[src/sv/cpu_usage_delta_ranker_core_macros.svh]
// Assertion macros for the usage delta ranker.
`ifndef CPU_USAGE_DELTA_RANKER_CORE_MACROS_SVH
`define CPU_USAGE_DELTA_RANKER_CORE_MACROS_SVH
`ifndef SYNTHESIS
`define CUDR_ASSERT_IMPL(label, clk, rst, prop) \
  label: assert property (@(posedge clk) disable iff (rst) (prop)) else $error("%m failed");
`define CUDR_ASSERT_NEVER(label, clk, rst, cond) \
  label: assert property (@(posedge clk) disable iff (rst) !(cond)) else $error("%m failed");
`else
`define CUDR_ASSERT_IMPL(label, clk, rst, prop)
`define CUDR_ASSERT_NEVER(label, clk, rst, cond)
`endif
`endif

[src/sv/cudr_pkg.sv]
// Shared types and constants for the usage delta ranker.
`timescale 1ns / 1ps
package cudr_pkg;
  localparam int unsigned PID_W = 32;
  localparam int unsigned TICK_W = 48;
  localparam int unsigned SHARE_W = 10;
  localparam int unsigned PERMILLE = 1000;

  typedef enum logic [1:0] {
    CMD_LOAD_BASE = 2'd0,
    CMD_LOAD_CUR  = 2'd1,
    CMD_RANK      = 2'd2,
    CMD_NONE      = 2'd3
  } cmd_t;

  typedef struct packed {
    logic [1:0]        command;
    logic [PID_W-1:0]  pid;
    logic [TICK_W-1:0] ticks;
  } in_item_t;

  typedef struct packed {
    logic [PID_W-1:0]   row_pid;
    logic [TICK_W-1:0]  delta_ticks;
    logic [SHARE_W-1:0] share_permille;
    logic               last;
  } out_item_t;
endpackage

[src/sv/cudr_front.sv]
// Front end: takes items and classifies them into a two-entry queue.
`timescale 1ns / 1ps
module cudr_front (
  input  logic               clk,
  input  logic               rst,
  input  logic               start,
  input  cudr_pkg::in_item_t in_item,
  output logic               busy,
  output logic               q_valid,
  output cudr_pkg::in_item_t q_item,
  input  logic               q_pop
);
  cudr_pkg::in_item_t slot [2];
  logic [1:0] fill;
  logic       rd_ptr;
  logic       wr_ptr;
  logic       push;

  // Unused commands are dropped here and never reach the back end.
  assign busy = (fill == 2'd2);
  assign push = start && !busy && (in_item.command != cudr_pkg::CMD_NONE);
  assign q_valid = (fill != 2'd0);
  assign q_item = slot[rd_ptr];

  always_ff @(posedge clk) begin
    if (rst) begin
      fill   <= 2'd0;
      rd_ptr <= 1'b0;
      wr_ptr <= 1'b0;
    end else begin
      if (push) begin
        slot[wr_ptr] <= in_item;
        wr_ptr <= ~wr_ptr;
      end
      if (q_pop) begin
        rd_ptr <= ~rd_ptr;
      end
      fill <= fill + {1'b0, push} - {1'b0, q_pop};
    end
  end
endmodule

[config.mk]
export PLATFORM = sky130hd
export DESIGN_NAME = cudr_front
export DESIGN_NICKNAME = d
export VERILOG_FILES = /design/src/sv/cpu_usage_delta_ranker_core_macros.svh /design/src/sv/cudr_pkg.sv /design/src/sv/cudr_front.sv
export SDC_FILE = /design/constraint.sdc
export NUM_CORES = 1
export LEC_CHECK = 0
export BUFFER_PORTS_ARGS = -buffer_cell sky130_fd_sc_hd__buf_2
export CAP_MARGIN = 20
export CORE_MARGIN = 3
export CORE_UTILIZATION = 45
export CTS_BUF_LIST = sky130_fd_sc_hd__clkbuf_16
export DETAILED_ROUTE_END_ITERATION = 12
export PLACE_DENSITY = 0.72
export SYNTH_ARGS = -nofsm -noshare
export SYNTH_HDL_FRONTEND = slang
export SYNTH_SLANG_ARGS = --single-unit
[constraint.sdc]
create_clock -name clk -period 24 [get_ports clk]
set_input_delay 4.8 -clock clk [delete_from_list [all_inputs] [get_ports clk]]
set_output_delay 4.8 -clock clk [all_outputs]
set_load 0.1 [all_outputs]
* After elaboration in Yosys (flattened, before gate mapping) *
Memories as Yosys holds them, arrays and structs flattened. A register that Yosys moved wholly into a read port is not among the register bits.
Cells that the tools add are included.

word-level totals
  register bits = 4
  memory bits (writable) = 164
  bits of input ports = 86
  output and inout port bits = 84
  logic and storage cells = 19
  memories = 1

memories
  memory  words  width  read ports  clocked after memory_dff  wr ports  RTL line          source
  slot    2      82     1           1                         1         cudr_front.sv:13  cudr_pkg::in_item_t slot [2];

cells by class
  add/subtract/negate cells = 2
  eq/ne operators = 2
  multiplexer cells = 5
  bitwise operators = 2
  reductions and logical operators = 4

operator list
  operator            number
  $mux 1              5
  $add 2x1->2         1
  $eq 2x2->1 const B  1
  $logic_and 1x1->1   2
  $ne 2x2->1 const B  1
  $not 1->1           2
  $reduce_bool 2->1   1
  $sub 2x1->2         1
  $logic_not 1->1     1

* Logic depth before layout (Yosys ltp) *
  depth after elaboration = 7
  gate-level depth with buffers = 8
  mapped depth without buffers = 8

* Least setup slack after synthesis *
OpenSTA, ideal clock, no wires.

  path kind = input to register
  start point = input in_item[80] in the netlist's numbering
  end point = memory slot[1][0] in the netlist's numbering (enable)
  setup time = 0.641 ns
  arrival = 10.969 ns
  required time = 23.359 ns
  setup slack = 12.390 ns
  stages = 3
  path buffers = 0
  path through = nand2_1 nand3b_4 nor3b_1

on the way
  longest elaborated chain between the ends = 5

RTL lines
  element                       RTL line          source
  start, declared               cudr_front.sv:7   input cudr_pkg::in_item_t in_item,
  $ne 2x2->1                    cudr_front.sv:21  assign push = start && !busy && (in_item.command != cudr_pkg::CMD_NONE);
  $logic_and 1x1->1             cudr_front.sv:21
  $mux 1                        cudr_front.sv:31  if (push) begin
  $mux 1                        cudr_front.sv:26  if (rst) begin
  $mux 1 (not written as such)  cudr_front.sv:32  slot[wr_ptr] <= in_item;
  end, declared                 cudr_front.sv:13

Every way passes these cells.

==> impl_metrics.env <==
export IMPL_fin_setup_tns_ns=0
export IMPL_holdWs_ns=0.516
export IMPL_clk_latency_ns=0.41
export IMPL_hold_violations=0
export IMPL_leakage_uw=0.00293
export IMPL_dp_hpwl_um=6740
export IMPL_drv_slew=0
export IMPL_seq_area_sq_um=5030
export IMPL_drtAntennaViolNets=0
export IMPL_drc=0
export IMPL_port_buffers=169
export IMPL_synth_net_count=367
export IMPL_pin_count=170
export IMPL_cts_buffer_depth=2
export IMPL_n_fill_cell=1047
export IMPL_drive_above_1_share_pct=60.4
export IMPL_layout_min_cycle_time_ns=6.80
export IMPL_endpoint_kind="primary output"
export IMPL_layout_worst_path_cycle_share_pct=28.3
export IMPL_antenna_found_initial=0
export IMPL_wire_per_inst_um=16.1
export IMPL_top_usage_layer="met2"
export IMPL_ir_worst_vdd_mv=0.0594
export IMPL_max_freq_mhz=147
export IMPL_grt_pass1_vias=3149
export IMPL_slowest_delay_ns=0.52
export IMPL_grt_pass1_wl_um=15700
export IMPL_ys_ff_latch=169
export IMPL_die_w_um=124
export IMPL_required_ns=19.20
export IMPL_setup_violations_final=0
export IMPL_finClkSkew_ns=0.00557
export IMPL_syn2layout_area_growth_pct=26.3
export IMPL_first_pass_iters=4
export IMPL_outcome="complete, no violations"
export IMPL_place_gp_congestion=0.696
export IMPL_clkTransAtPathRegs_ns=0.06
export IMPL_cts_setup_buffers=0
export IMPL_cts_hold_buffers=0
export IMPL_clockRootBuffer="clkbuf_16"
export IMPL_relSlewSlack_pct=51.8
export IMPL_viasPerCell=4.77
export IMPL_cts_buffers=17
export IMPL_syn_area_per_cell_sq_um=22.3
export IMPL_maxCapViolations=0
export IMPL_hold_start="rd_ptr"
export IMPL_track_usage_pct=13.9
export IMPL_cts_resized_gates=0
export IMPL_hp_class="flip-flop to flip-flop"
export IMPL_antenna_cells=0
export IMPL_fp_dieH_um=124
export IMPL_syn_area_sq_um=6220
export IMPL_use_met1_pct=16.1
export IMPL_start_kind="flip-flop"
export IMPL_fin_nets=551
export IMPL_cp_slowest_cell="dfxtp_4"
export IMPL_rsz0062_at_grt="no"
export IMPL_num_rows=42
export IMPL_htree_levels=4
export IMPL_worst_pin_slew_ns=0.723
export IMPL_drtIter0Drc=151
export IMPL_start_util_pct=46.4
export IMPL_netlist_instances=279
export IMPL_multiInputGateArea_sq_um=1080
export IMPL_critPathMaxFanout=65
export IMPL_cp_arrival_ns=2.00
export IMPL_die_area_sq_um=15300
export IMPL_r2r_start="fill[1]"
export IMPL_grt_overflow_total=0
export IMPL_num_vias=3104
export IMPL_synth_cell_types=18
export IMPL_use_met2_pct=23.3
export IMPL_use_met3_pct=5.26
export IMPL_grt_max_degree=83
export IMPL_core_area_sq_um=13400
export IMPL_wl_um=10500
export IMPL_ys_seq_area_share_pct=80.8
export IMPL_criticalPathCategory="flip-flop to primary output"
export IMPL_powerDensity_nw_per_um2=103
export IMPL_cts_tree="done"
export IMPL_yosys_warnings=0
export IMPL_total_power_uw=811
export IMPL_numClockSinks=169
export IMPL_crit_chain="buf_16 > mux2_2 > buf_2"
## cells in the final DEF (no fill, tap or decap)
master / n
nor2b_1: 2
clkinv_1: 4
nor3b_2: 1
nand2_1: 1
nand3b_4: 1
nor2b_4: 1
dfxtp_4: 1
xnor2_1: 2
mux2_4: 1
clkinvlp_4: 1
xor2_1: 1
nor2_1: 4
inv_1: 4
nor3_2: 1
or2_2: 1
dfxtp_1: 4
ha_1: 2
clkinv_2: 1
clkbuf_16: 17
edfxtp_1: 164
bufinv_16: 5
buf_4: 4
buf_2: 169
mux2_2: 82
buf_16: 1
## state kept, by name, summed over array words and instances (netlist names), named ones only
name / count
rd_ptr: 1
slot: 164
fill: 2
wr_ptr: 1
## power breakdown
| group | leakage, uW | internal [uW] | switching [uW] | total, uW |
|---|---|---|---|---|
| Clock | 0.000306 | 181 | 98.3 | 279 |
| Combinational | 0.00109 | 36.1 | 146 | 182 |
| Sequential | 0.00154 | 344 | 5.76 | 349 |
| Total | 0.00293 | 561 | 250 | 811 |
## per-stage QoR
stage               cells  cell area, sq um  util (%)  setup WS [ns]
CTS                   650              7830      58.4          16.82
global placement      619              7210      53.8          17.29
detailed placement    619              7210      53.8          17.27
floorplan             279              6220         -          12.39
global route          651              7850      58.6          17.13
finish                651              7850      58.6          17.20
## cells in the mapped netlist
| master | instances | area (sq um) |
|---|---|---|
| buf_6 | 4 | 45.0 |
| xnor2_1 | 2 | 17.5 |
| dfxtp_1 | 5 | 100 |
| xor2_1 | 1 | 8.76 |
| nand3b_4 | 1 | 20.0 |
| nand2_1 | 1 | 3.75 |
| nor3_1 | 1 | 5.00 |
| nor2_1 | 4 | 15.0 |
| clkbuf_8 | 5 | 68.8 |
| inv_1 | 1 | 3.75 |
| mux2_2 | 82 | 923 |
| or2_2 | 1 | 6.26 |
| ha_1 | 2 | 25.0 |
| nor2b_1 | 2 | 12.5 |
| edfxtp_1 | 164 | 4920 |
| nor3b_1 | 1 | 7.51 |
| mux2_4 | 1 | 15.0 |
| nor2b_4 | 1 | 13.8 |
## path summary, 6_finish.rpt
path	end	slack (ns)	depth (start not counted)
worst max-delay path	q_item[61]	17.20	3
worst min-delay path	flip-flop	0.52	2
worst max register to register	slot[1][48]	22.12	4
worst min register to register	flip-flop	0.52	2
## cell families (layout without fill, tap and decap cells)
| family | after synthesis | in the layout | synth area share [%] |
|---|---|---|---|
| and+or+nand+nor | 12 | 12 | 1.35 |
| buffers and inverters | 10 | 206 | 1.89 |
| DFF | 169 | 169 | 80.8 |
| adders and majority gates | 2 | 2 | 0.403 |
| muxes | 83 | 83 | 15.1 |
| xor gates and xnor gates | 3 | 3 | 0.423 |
## final cells by class
class                   count  area share, %
flip-flops and latches    169           64.0
clock buffers              17           5.42
clock inverters            14           2.41
inverters                   1         0.0478
multi-input cells         100           13.8
repair buffers            174           11.5
well taps                 176           2.80
## metal layers
layer / wire [um] / up-vias
li1: - / 1471
met1: 4130 / 1505
met3: 812 / 14
met5: 0 / -
met2: 5370 / 114
met4: 148 / 0
## critical path, delay by kind of cell, from the launching register on
| kind | cells | cell delay [ns] |
|---|---|---|
| buffers and inverters | 2 | 0.63 |
| flip-flops | 1 | 0.52 |
| multiplexers | 1 | 0.39 |
Note: power is estimated with default switching activity, not from simulation.
